$ cat config.mk
export PLATFORM = sky130hd
export DESIGN_NAME = alpha_blend_pixel
export DESIGN_NICKNAME = d
export VERILOG_FILES = /design/src/design/abp_pkg.sv /design/src/design/alpha_blend_pixel.sv
export SDC_FILE = /design/constraint.sdc
export NUM_CORES = 1
export LEC_CHECK = 0
export ABC_AREA = 0
export BUFFER_PORTS_ARGS = -buffer_cell sky130_fd_sc_hd__buf_2
export CORE_MARGIN = 2
export CORE_UTILIZATION = 67
export DETAILED_ROUTE_END_ITERATION = 12
export PLACE_DENSITY = 0.86
export SLEW_MARGIN = 20
export SYNTH_ARGS = -nofsm -noshare
export SYNTH_HDL_FRONTEND = slang
export SYNTH_SLANG_ARGS = --single-unit
$ cat constraint.sdc
create_clock -name clock -period 15.22 [get_ports clock]
set_input_delay 3.044 -clock clock [delete_from_list [all_inputs] [get_ports clock]]
set_output_delay 3.044 -clock clock [all_outputs]
set_load 0.02 [all_outputs]
$ cat src/design/abp_pkg.sv
// Constants, codes and types shared by the alpha blend pixel pipeline.
`timescale 1ns / 1ps
`default_nettype none

package abp_pkg;

   localparam int unsigned CHAN_W   = 8;
   localparam int unsigned PROD_W   = 2 * CHAN_W;
   localparam int unsigned NUM_CHAN = 3;

   localparam logic [CHAN_W-1:0] CHAN_MAX = 8'd255;

   // Blend mode codes
   localparam logic [1:0] MODE_SRC_ALPHA = 2'd0;
   localparam logic [1:0] MODE_ADD_GLOBAL = 2'd1;
   localparam logic [1:0] MODE_SUB_GLOBAL = 2'd2;
   localparam logic [1:0] MODE_GLOBAL = 2'd3;

   // Register indexes
   localparam logic REG_BLEND_MODE   = 1'b0;
   localparam logic REG_GLOBAL_ALPHA = 1'b1;

   typedef logic [CHAN_W-1:0] chan_type;
   typedef chan_type [NUM_CHAN-1:0] rgb_type;
   typedef logic [PROD_W-1:0] prod_type;
   typedef prod_type [NUM_CHAN-1:0] rgb_prod_type;

   // Select the blend weight for one pixel.
   function automatic chan_type pick_weight(input logic [1:0] mode, input chan_type sa,
                                            input chan_type ga);
      logic [CHAN_W:0] sum;
      chan_type        w;
      sum = {1'b0, sa} + {1'b0, ga};
      unique case (mode)
         MODE_SRC_ALPHA:  w = sa;
         MODE_ADD_GLOBAL: w = sum[CHAN_W] ? CHAN_MAX : sum[CHAN_W-1:0];
         MODE_SUB_GLOBAL: w = (sa > ga) ? chan_type'(sa - ga) : '0;
         MODE_GLOBAL:     w = ga;
         default:         w = sa;
      endcase
      return w;
   endfunction

   // Exact floor(x / 255) for x up to 255 * 255.
   function automatic chan_type div255(input logic [PROD_W:0] x);
      logic [PROD_W:0] t;
      t = x + (x >> CHAN_W) + 17'd1;
      return t[PROD_W-1:CHAN_W];
   endfunction

endpackage

`default_nettype wire

$ cat src/design/alpha_blend_pixel.sv
// Top level: three-stage pipelined RGBA blend of a source pixel over a destination pixel.
//
//  channel | direction | handshake          | beat contents
//  req_    | in        | valid / ready      | dst and src RGBA, 8 bits each
//  rsp_    | out       | valid / ready      | blended RGB, dst alpha
//  csr_    | in        | write enable only  | 1-bit index, 8-bit data
//
// Throughput is one beat per cycle while rsp_ready does not stall the pipeline.
// Stage 1 picks the weight, stage 2 holds the six 8x8 products,
// stage 3 adds and divides by 255 into the output register.
// Each stage holds its beat while the next is full and stalled; bubbles close up.
// Synchronous reset empties the pipeline and sets mode 0, global alpha 255.
`timescale 1ns / 1ps
`default_nettype none

module alpha_blend_pixel
   import abp_pkg::*;
(
   input  wire logic       clock,
   input  wire logic       reset,

   input  wire logic       req_valid,
   output logic            req_ready,
   input  wire logic [7:0] req_dst_red,
   input  wire logic [7:0] req_dst_green,
   input  wire logic [7:0] req_dst_blue,
   input  wire logic [7:0] req_dst_alpha,
   input  wire logic [7:0] req_src_red,
   input  wire logic [7:0] req_src_green,
   input  wire logic [7:0] req_src_blue,
   input  wire logic [7:0] req_src_alpha,

   output logic            rsp_valid,
   input  wire logic       rsp_ready,
   output logic [7:0]      rsp_out_red,
   output logic [7:0]      rsp_out_green,
   output logic [7:0]      rsp_out_blue,
   output logic [7:0]      rsp_out_alpha,

   input  wire logic       csr_wr_en,
   input  wire logic       csr_index,
   input  wire logic [7:0] csr_wdata
);

   logic [1:0] blend_mode_ff;
   chan_type   global_alpha_ff;

   logic         s1_valid_ff, s2_valid_ff, s3_valid_ff;
   logic         s1_adv, s2_adv, s3_adv;
   logic         s1_open, s2_open, s3_open;

   chan_type     s1_weight_ff, s1_weight_in;
   rgb_type      s1_dst_ff, s1_src_ff;
   chan_type     s1_alpha_ff;

   rgb_prod_type s2_dprod_ff, s2_dprod_in;
   rgb_prod_type s2_sprod_ff, s2_sprod_in;
   chan_type     s2_alpha_ff;

   rgb_type      s3_rgb_ff, s3_rgb_in;
   chan_type     s3_alpha_ff;

   // Config registers
   always_ff @(posedge clock) begin
      if (reset) begin
         blend_mode_ff   <= MODE_SRC_ALPHA;
         global_alpha_ff <= CHAN_MAX;
      end else if (csr_wr_en) begin
         unique case (csr_index)
            REG_BLEND_MODE:   blend_mode_ff   <= csr_wdata[1:0];
            REG_GLOBAL_ALPHA: global_alpha_ff <= csr_wdata;
            default:          ;
         endcase
      end
   end

   // A stage can take a beat when empty or when its beat moves on this cycle.
   assign s3_open = !s3_valid_ff || rsp_ready;
   assign s2_open = !s2_valid_ff || s3_open;
   assign s1_open = !s1_valid_ff || s2_open;

   assign req_ready = s1_open;
   assign s1_adv    = req_valid && s1_open;
   assign s2_adv    = s1_valid_ff && s2_open;
   assign s3_adv    = s2_valid_ff && s3_open;

   always_ff @(posedge clock) begin
      if (reset) begin
         s1_valid_ff <= 1'b0;
         s2_valid_ff <= 1'b0;
         s3_valid_ff <= 1'b0;
      end else begin
         if (s1_open) s1_valid_ff <= req_valid;
         if (s2_open) s2_valid_ff <= s1_valid_ff;
         if (s3_open) s3_valid_ff <= s2_valid_ff;
      end
   end

   // Stage 1: weight select
   assign s1_weight_in = pick_weight(blend_mode_ff, req_src_alpha, global_alpha_ff);

   always_ff @(posedge clock) begin
      if (s1_adv) begin
         s1_weight_ff <= s1_weight_in;
         s1_dst_ff    <= {req_dst_blue, req_dst_green, req_dst_red};
         s1_src_ff    <= {req_src_blue, req_src_green, req_src_red};
         s1_alpha_ff  <= req_dst_alpha;
      end
   end

   // Stage 2: one product per operand per channel
   always_comb begin
      for (int i = 0; i < NUM_CHAN; i++) begin
         s2_dprod_in[i] = prod_type'(s1_dst_ff[i]) *
                          prod_type'(chan_type'(CHAN_MAX - s1_weight_ff));
         s2_sprod_in[i] = prod_type'(s1_src_ff[i]) * prod_type'(s1_weight_ff);
      end
   end

   always_ff @(posedge clock) begin
      if (s2_adv) begin
         s2_dprod_ff <= s2_dprod_in;
         s2_sprod_ff <= s2_sprod_in;
         s2_alpha_ff <= s1_alpha_ff;
      end
   end

   // Stage 3: add and divide by 255
   always_comb begin
      for (int i = 0; i < NUM_CHAN; i++) begin
         s3_rgb_in[i] = div255({1'b0, s2_dprod_ff[i]} + {1'b0, s2_sprod_ff[i]});
      end
   end

   always_ff @(posedge clock) begin
      if (s3_adv) begin
         s3_rgb_ff   <= s3_rgb_in;
         s3_alpha_ff <= s2_alpha_ff;
      end
   end

   assign rsp_valid     = s3_valid_ff;
   assign rsp_out_red   = s3_rgb_ff[0];
   assign rsp_out_green = s3_rgb_ff[1];
   assign rsp_out_blue  = s3_rgb_ff[2];
   assign rsp_out_alpha = s3_alpha_ff;

   // An accepted beat always lands in stage 1.
   a_accept_lands: assert property (@(posedge clock) disable iff (reset)
      req_valid && req_ready |=> s1_valid_ff)
      else $error("accepted beat missing from stage 1");

   // A full stage stalled by its successor keeps its beat.
   a_s2_hold: assert property (@(posedge clock) disable iff (reset)
      s2_valid_ff && !s3_open |=> s2_valid_ff && $stable(s2_dprod_ff) && $stable(s2_sprod_ff))
      else $error("stage 2 beat lost under stall");

   // Replace mode weight is the global alpha.
   a_replace_weight: assert property (@(posedge clock) disable iff (reset)
      s1_adv && blend_mode_ff == MODE_GLOBAL && !csr_wr_en |=>
         s1_weight_ff == global_alpha_ff)
      else $error("replace mode weight mismatch");

   // Add mode never weights below the source alpha.
   a_add_weight: assert property (@(posedge clock) disable iff (reset)
      s1_adv && blend_mode_ff == MODE_ADD_GLOBAL |=>
         s1_weight_ff >= $past(req_src_alpha))
      else $error("add mode weight below source alpha");

endmodule

`default_nettype wire
==> results of run 1 <==
-- path summary, 6_finish.rpt --
kind	start	to	slack, ns	depth (start not counted)
hold / removal	s2_alpha_ff[6]	rsp_out_alpha[6]	0.41	0
setup reg to reg	s1_weight_ff[5]	s2_sprod_ff[15]	10.08	16
hold reg to reg	s2_alpha_ff[6]	rsp_out_alpha[6]	0.41	0
setup / recovery	rsp_ready	req_ready	8.12	4
-- through the flow --
step / std cells / worst slack (ns)
6_report: 2876 / 8.12
5_1_grt: 2876 / 7.98
4_1_cts: 2876 / 8.12
3_5_place_dp: 2828 / 8.11
3_3_place_gp: 2828 / 8.14
2_1_floorplan: 2301 / 3.83
-- registers in the layout, summed over array words and instances (netlist names), 2 cells and up --
| name | cells |
|---|---|
| s1_src_ff | 24 |
| rsp_out_blue | 8 |
| s1_dst_ff | 24 |
| s1_alpha_ff | 8 |
| rsp_out_green | 8 |
| s2_dprod_ff | 48 |
| s2_sprod_ff | 48 |
| rsp_out_red | 8 |
| global_alpha_ff | 8 |
| s2_alpha_ff | 8 |
| blend_mode_ff | 2 |
| rsp_out_alpha | 8 |
| s1_weight_ff | 8 |
-- worst max-delay path, stage by stage --
cell,delay (ns)
buf_2,0.10
nor2b_1,0.54
nand3_1,0.17
buf_2,0.19
-- layer usage --
| layer | wire, um | track usage (%) |
|---|---|---|
| met5 | 0 | 0 |
| met4 | 1520 | 8.80 |
| met3 | 2110 | 3.02 |
| met2 | 25000 | 50.9 |
| met1 | 20000 | 34.2 |
-- layout by cell type, fill, tap and decap left out, types with 6 or more instances in the layout --
cell,Yosys,layout
a2111oi_0,6,6
or2_2,6,6
nor2b_1,179,178
nand3_1,28,28
nand2_1,103,103
a211o_1,13,13
and2_1,158,158
o21ai_0,54,54
a31oi_1,9,8
fa_1,221,221
o21a_1,9,9
a21boi_0,10,9
o41ai_1,6,6
buf_4,0,12
ha_1,304,304
clkinv_1,0,6
or3_1,12,12
inv_1,353,353
dfxtp_1,13,13
nor3_1,34,34
buf_2,1,111
nand2b_1,51,51
xnor2_1,88,88
xor2_1,27,27
and3_1,20,20
clkbuf_16,0,27
nand4_1,7,7
a21o_1,34,34
nor2_1,110,110
a21oi_1,78,78
edfxtp_1,200,200
clkbuf_1,47,6
o21bai_1,7,7
-- logic make-up (layout without fill, tap and decap cells) --
family	count (synthesis)	count (layout)	synth area share, %
adder cells (fa/ha/maj)	525	525	35.3
flip-flops	213	213	26.9
multiplexers	1	1	0.0430
AND/OR/NAND/NOR	733	733	17.4
buffers and inverters	404	524	6.51
AO/OA/AOI/OAI	306	306	9.27
XOR/XNOR	119	119	4.60
-- power breakdown --
group	switching, W	leakage [nW]	total (W)	internal (W)
sequential	0.0000803	2.01	0.00106	0.000975
combinational	0.00211	9.48	0.00375	0.00164
clock	0.000251	0.422	0.000641	0.000390
-- area by class of cell --
type                       instances  area [um^2]  area share, %
tap                              455          569           2.26
multi-input combinational       1684        15500           61.6
clock buffer                      33          698           2.77
clock inverter                    15          170          0.675
inverter                         353         1330           5.25
sequential                       213         6270           24.8
timing repair buffer             123          646           2.56
==> flow_summary.toml, run 1 <==
[synth]
synth_warnings = 0
synthTopCellsByArea = "edfxtp_1 (26%), fa_1 (19%), ha_1 (16%), inv_1 (5.7%), nor2b_1 (4.8%)"
synth.cell_area_um2 = 23300
ys_ff_latch = 213
yosysTopAreaCell = "edfxtp_1"
synth_cell_types = 87
synthCells = 2301
syn_nets = 2904
async_flop_share_pct = 0
yosysSeqAreaShare_pct = 26.9
synthTopCellsByCount = "inv_1 (353), ha_1 (304), fa_1 (221), edfxtp_1 (200), nor2b_1 (179)"
synthFlopType = "edfxtp_1"
synth_top_area_share_pct = 25.8
synth.avg_cell_area_um2 = 10.1
synth-edff-count = 200
yosysMostFrequentCell = "inv_1"

[flow_run]
cap_violations = 0

[power]
ir_drop_mv = 0.266
power_w = 0.00545
p_leak_nw = 11.9
p_per_area_nw_per_um2 = 216

[cts]
cts_hold_buffers = 0
cts_tree = "done"
htree_levels = 1
clk_latency_ns = 0.56
clockRootBuffer = "clkbuf_16"
cts.clk_slew.worst_paths_ns = 0.07
post-cts-setup-buffer-count = 0
cts_inserted_buffers = 27
cts_resized = 0
clk_path_buf_depth = 3
cts.sinks = 213

[sta]
tightest_slew_ns = 0.954
fin_setup_tns_ns = 0
min_period_ns = 7.10
rsz0062_at_grt = "false"
fin_crit_sh_pct = 46.6
setup_viol = 0
hold_slack_ns = 0.411
fmax_ghz = 0.141
slew_headroom_pct = 36.4
report.final.slew_viol_count = 0
final_hold_viol_count = 0
fin_skew_ns = 0.0246

[placed_design]
place_area_um2 = 24400
port-buffer-count = 111
place_hpwl_mm = 36.2
gp_congestion = 0.880

[global_route]
grt_pass1_vias = 17332
grt_pass1_wl_mm = 81.5
grt_usage_pct = 27.7
antenna_found_initial = 0
grt_overflow_total = 0
grt_max_degree = 73

[floorplanning]
io_pins = 112
die_height_um = 190
dieArea_um2 = 36300
coreArea_um2 = 34400
die_x_um = 190
num_rows = 68
initial_core_util_pct = 67.8

[cells_and_area]
final_area_um2 = 25200
postLayoutCoreUtil_pct = 73.4
drive_gt1_share_pct = 8.51
fin_nets = 3005
fill_cells = 2381
diodes = 0
syn_to_final_growth_pct = 8.26

[detailed_routing]
wl_per_cell_um = 16.9
vias = 16547
drc = 0
drt_iter0_markers = 992
vias_per_cell = 5.75
wl_mm = 48.6
detail-route-antenna-nets = 0
first_pass_iters = 5

[critical_path]
worstSetupEndpointType = "output port"
critPathRequiredTime_ns = 12.18
worstSetupPathType = "input pin to output port"
crit_fanout = 6
start_kind = "input pin"
cp.arrival_ns = 4.05

[min_path]
hold_path.class = "register to register"

[outcome]
status = "completed"
(Power assumes the default switching activity.)
==> inputs of run 2 (changes only) <==
--- a/config.mk
+++ b/config.mk
@@ -8,9 +8,9 @@
 export ABC_AREA = 0
 export BUFFER_PORTS_ARGS = -buffer_cell sky130_fd_sc_hd__buf_2
 export CORE_MARGIN = 2
-export CORE_UTILIZATION = 67
+export CORE_UTILIZATION = 58
 export DETAILED_ROUTE_END_ITERATION = 12
-export PLACE_DENSITY = 0.86
+export PLACE_DENSITY = 0.79
 export SLEW_MARGIN = 20
 export SYNTH_ARGS = -nofsm -noshare
 export SYNTH_HDL_FRONTEND = slang
==> constraint.sdc (replaced) <==
create_clock -name clock -period 6.5 [get_ports clock]
set_input_delay 1.3 -clock clock [delete_from_list [all_inputs] [get_ports clock]]
set_output_delay 1.3 -clock clock [all_outputs]
set_load 0.02 [all_outputs]
==> flow_summary.toml, run 2 (same netlist as run 1, synthesis figures left out) <==
[floorplanning]
num_rows = 73
initial_core_util_pct = 58.6
dieArea_um2 = 41800
die_x_um = 204
die_height_um = 204
coreArea_um2 = 39700
io_pins = 112

[cells_and_area]
layout_common_cells = "inv_1 (353), ha_1 (304), fa_1 (221)"
fin_nets = 3015
fill_cells = 3162
seqCellArea_um2 = 6270
final_common_cell = "inv_1"
diodes = 0
multi_input_area_um2 = 15500
drive_gt1_share_pct = 9.29
final_area_um2 = 25500
syn_to_final_growth_pct = 9.30
reg_top3 = "s2_dprod_ff (48), s2_sprod_ff (48)"

[sta]
hold_slack_ns = 0.417
slew_headroom_pct = 28.8
final_hold_viol_count = 0
fin_skew_ns = 0.0302
report.final.slew_viol_count = 0
tightest_slew_ns = 1.07
min_period_ns = 5.54
setup_viol = 0
fin_crit_sh_pct = 85.2
fmax_ghz = 0.181
rsz0062_at_grt = "false"
fin_setup_tns_ns = 0
finalWorstSetupSlack_ns = 0.964

[cts]
clockRootBuffer = "clkbuf_16"
cts_inserted_buffers = 28
cts.clk_slew.worst_paths_ns = 0.06
cts.sinks = 213
post-cts-setup-buffer-count = 0
clk_path_buf_depth = 3
cts_hold_buffers = 0
htree_levels = 1
cts_resized = 0
clk_latency_ns = 0.57
cts_tree = "done"

[detailed_routing]
vias = 16441
first_pass_iters = 5
detail-route-antenna-nets = 0
vias_per_cell = 5.56
drt_iter0_markers = 885
wl_per_cell_um = 16.4
drc = 0
wl_mm = 48.4

[placed_design]
preCtsSetupSlack_ns = 1.05
place_area_um2 = 24500
place_hpwl_mm = 37.7
gp_congestion = 0.894
port-buffer-count = 111

[power]
p_per_area_nw_per_um2 = 501
p_leak_nw = 12.0
ir_drop_mv = 0.359

[critical_path]
critPathRequiredTime_ns = 6.78
start_kind = "register"
worstSetupEndpointType = "register"
worstSetupPathType = "register to register"
cp.arrival_ns = 5.81
crit_fanout = 30

[global_route]
grt_pass1_vias = 17363
antenna_found_initial = 0
grt_usage_pct = 24.2
grt_overflow_total = 0
grt_pass1_wl_mm = 82.3
grt_max_degree = 65

[min_path]
hold_path.class = "register to register"

[outcome]
status = "completed"

[flow_run]
cap_violations = 0
[run 2: cell types whose count changed in the layout (fill, tap and decap cells not counted), moves of 2 or more]
cell,change
buf_4,+7
clkbuf_16,+2
clkbuf_1,-3
clkinv_1,-5
clkinvlp_4,+8
[run 2: where the power goes]
group	internal (W)	switching, W	total (W)
combinational	0.00384	0.00488	0.00872
sequential	0.00228	0.000204	0.00248
clock	0.000934	0.000625	0.00156
[run 2: layout make-up]
type | count | share of cell area (%)
clock buffer | 32 | 2.89
clock inverter | 19 | 0.781
inverter | 353 | 5.20
multi-input combinational | 1684 | 61.1
sequential | 213 | 24.6
tap | 525 | 2.58
timing repair buffer | 132 | 2.88
[run 2: final timing paths]
kind	start	to	slack [ns]	cells after the start
worst min-delay path	s1_alpha_ff[4]	s2_alpha_ff[4]	0.42	0
worst min register to register	s1_alpha_ff[4]	s2_alpha_ff[4]	0.42	0
worst max register to register	s1_weight_ff[3]	s2_dprod_ff[31]	0.96	16
worst max-delay path	s1_weight_ff[3]	s2_dprod_ff[31]	0.96	16
[run 2: stage by stage]
step	util (%)	instances	total power, W
2_1_floorplan	-	2301	0.00930
4_1_cts	64.1	2957	0.0128
3_5_place_dp	61.7	2906	0.0111
3_3_place_gp	61.7	2906	0.0107
5_1_grt	64.1	2958	0.0141
6_report	64.1	2958	0.0128
[run 2: routing by layer]
layer	wire length, um	vias up	global-route usage [%]
li1	-	7892	-
met1	21500	8052	32.0
met2	22900	392	40.8
met3	2360	105	3.64
met4	1540	0	7.71
met5	0	-	0
[run 2: critical path, stage by stage (launching register included)]
cell	delay [ns]
edfxtp_1	1.05
buf_4	0.38
nand2b_1	0.16
fa_1	0.45
fa_1	0.55
inv_1	0.05
fa_1	0.47
inv_1	0.05
fa_1	0.47
inv_1	0.04
ha_1	0.29
a21boi_1	0.16
o21ai_0	0.22
a22oi_1	0.13
a41o_1	0.27
o41ai_1	0.35
xnor2_1	0.14
==> inputs of run 3 (changes only) <==
--- a/config.mk
+++ b/config.mk
@@ -8,9 +8,11 @@
 export ABC_AREA = 0
 export BUFFER_PORTS_ARGS = -buffer_cell sky130_fd_sc_hd__buf_2
 export CORE_MARGIN = 2
-export CORE_UTILIZATION = 58
+export CORE_UTILIZATION = 50
+export CTS_BUF_LIST = sky130_fd_sc_hd__clkbuf_8
 export DETAILED_ROUTE_END_ITERATION = 12
-export PLACE_DENSITY = 0.79
+export GPL_TIMING_DRIVEN = 1
+export PLACE_DENSITY = 0.7
 export SLEW_MARGIN = 20
 export SYNTH_ARGS = -nofsm -noshare
 export SYNTH_HDL_FRONTEND = slang
==> flow_summary.toml, run 3 (same netlist as run 1, synthesis figures left out) <==
[outcome]
status = "completed"

[floorplanning]
dieArea_um2 = 48300
coreArea_um2 = 46300
io_pins = 112
die_x_um = 220
num_rows = 79
initial_core_util_pct = 50.4
die_height_um = 220

[global_route]
met1_usage_pct = 28.5
grt_overflow_total = 0
grt_usage_pct = 21.4
grt_pass1_wl_mm = 83.3
grt_pass1_vias = 17095
antenna_found_initial = 0
grt_max_degree = 65
gr-usage-met2_pct = 35.6
grt.busiest_layer = "met2"
met3_usage_pct = 3.99

[critical_path]
critical_path.cell_chain = "buf_4 > nand2b_1 > fa_1 > fa_1 > inv_1 > fa_1 > inv_1 > fa_1 > inv_1 > ha_1 > a21boi_1 > o21ai_0 > a21oi_1 > a41o_1 > o41ai_1 > xnor2_1"
critPathBufInv = 4
worstSetupStartpoint = "s1_weight_ff[7]"
r2r_start = "s1_weight_ff[7]"
start_kind = "register"
worstSetupPathType = "register to register"
critPathRequiredTime_ns = 6.85
cpLargestDelayFamily = "adder cells"
crit_path_frequent_cell = "fa_1"
crit_fanout = 21
cp.arrival_ns = 5.64
critPathMaxStageDelay_ns = 0.88
critPathSlowestCell = "edfxtp_1"
worstSetupEndpointType = "register"

[detailed_routing]
drt_iter0_markers = 940
vias_per_cell = 5.35
detail-route-antenna-nets = 0
wl_per_cell_um = 16.1
first_pass_iters = 5
vias = 16379
wl_mm = 49.4
drc = 0

[sta]
fin_setup_tns_ns = 0
setup_viol = 0
fmax_ghz = 0.189
min_period_ns = 5.29
fin_crit_sh_pct = 81.4
fin_skew_ns = 0.0322
report.final.slew_viol_count = 0
slew_headroom_pct = 36.2
final_hold_viol_count = 0
rsz0062_at_grt = "false"
tightest_slew_ns = 0.957

[cells_and_area]
fin_nets = 3028
final_area_um2 = 25500
reg_top3 = "s2_dprod_ff (48), s2_sprod_ff (48)"
drive_gt1_share_pct = 9.57
layout_common_cells = "inv_1 (363), ha_1 (304), fa_1 (221)"
final_common_cell = "inv_1"
postLayoutCoreUtil_pct = 55.1
syn_to_final_growth_pct = 9.39

[power]
comb_power_share_pct = 69.0
power_switching_w = 0.00569
p_seq_share_pct = 19.7
clkPwrFrac_pct = 11.3
swShare_pct = 45.3
p_leak_nw = 12.0
p_per_area_nw_per_um2 = 493
ir_drop_mv = 0.448
internal_power_w = 0.00688

[placed_design]
gp_congestion = 0.866
place_hpwl_mm = 37.9
port-buffer-count = 111
place_area_um2 = 24600

[cts]
cts.sinks = 213
cts.clk_slew.worst_paths_ns = 0.06
cts_inserted_buffers = 42
clockRootBuffer = "clkbuf_8"
post-cts-setup-buffer-count = 0
clk_path_buf_depth = 3
cts_resized = 0
cts_tree = "done"
clk_latency_ns = 0.63
htree_levels = 2
cts_hold_buffers = 0

[min_path]
hold_path.class = "register to register"
worstHoldStart = "s2_alpha_ff[1]"

[flow_run]
cap_violations = 0
run 3: cell types whose count changed in the layout (fill, tap and decap cells not counted):
cell | previous run | this run
buf_12 | 1 | 2
buf_4 | 19 | 15
buf_8 | 1 | 3
bufinv_16 | 3 | 4
clkbuf_1 | 3 | 0
clkbuf_16 | 29 | 0
clkbuf_8 | 0 | 42
clkinv_1 | 1 | 7
clkinv_2 | 4 | 6
clkinv_4 | 1 | 0
clkinvlp_4 | 9 | 4
diode_2 | 0 | 1
inv_1 | 353 | 363
run 3: path summary, 6_finish.rpt:
kind | slack (ns) | cells after the start | endpoint
max | 1.21 | 16 | s2_dprod_ff[47]
min | 0.41 | 0 | rsp_out_alpha[1]
max reg2reg | 1.21 | 16 | s2_dprod_ff[47]
min reg2reg | 0.41 | 0 | rsp_out_alpha[1]
run 3: through the flow:
step / hold WS [ns] / cells / worst slack (ns) / power, W
6_report: 0.411 / 3063 / 1.21 / 0.0126
5_1_grt: 0.423 / 3062 / 0.898 / 0.0139
4_1_cts: 0.413 / 3059 / 1.05 / 0.0126
3_5_place_dp: 0.405 / 2985 / 1.02 / 0.0111
3_3_place_gp: 0.400 / 2985 / 1.19 / 0.0108
2_1_floorplan: 0.400 / 2301 / 1.32 / 0.00930
run 3: power groups by stage:
| stage | sequential, W | clock [W] | combinational (W) |
|---|---|---|---|
| floorplan | 0.00248 | 0 | 0.00681 |
| global route | 0.00251 | 0.00153 | 0.00989 |
| detailed placement | 0.00252 | 0 | 0.00860 |
| CTS | 0.00249 | 0.00146 | 0.00868 |
| global placement | 0.00251 | 0 | 0.00827 |
| finish | 0.00248 | 0.00142 | 0.00867 |
run 3: layer usage:
metal / vias to the layer above / part of all wire [%]
met5: - / 0
met4: 0 / 2.5
met3: 71 / 5.0
met2: 352 / 48
met1: 8033 / 45
li1: 7923 / -
run 3: cell type report:
type	instances	area, um^2
clock buffers	42	578
diodes	1	2.50
inverters	353	1330
repair buffers	131	753
multi-input cells	1684	15500
clock inverters	32	253
flip-flops and latches	213	6270
well taps	607	759
fillers	4104	20800
run 3: worst register-to-register path, cell delays in order, from the launching register on:
cell and delay [ns]:
edfxtp_1 0.88, buf_4 0.42, nand2b_1 0.17, fa_1 0.43
fa_1 0.49, inv_1 0.05, fa_1 0.48, inv_1 0.05
fa_1 0.47, inv_1 0.04, ha_1 0.30, a21boi_1 0.17
o21ai_0 0.23, a21oi_1 0.13, a41o_1 0.27, o41ai_1 0.33
xnor2_1 0.13
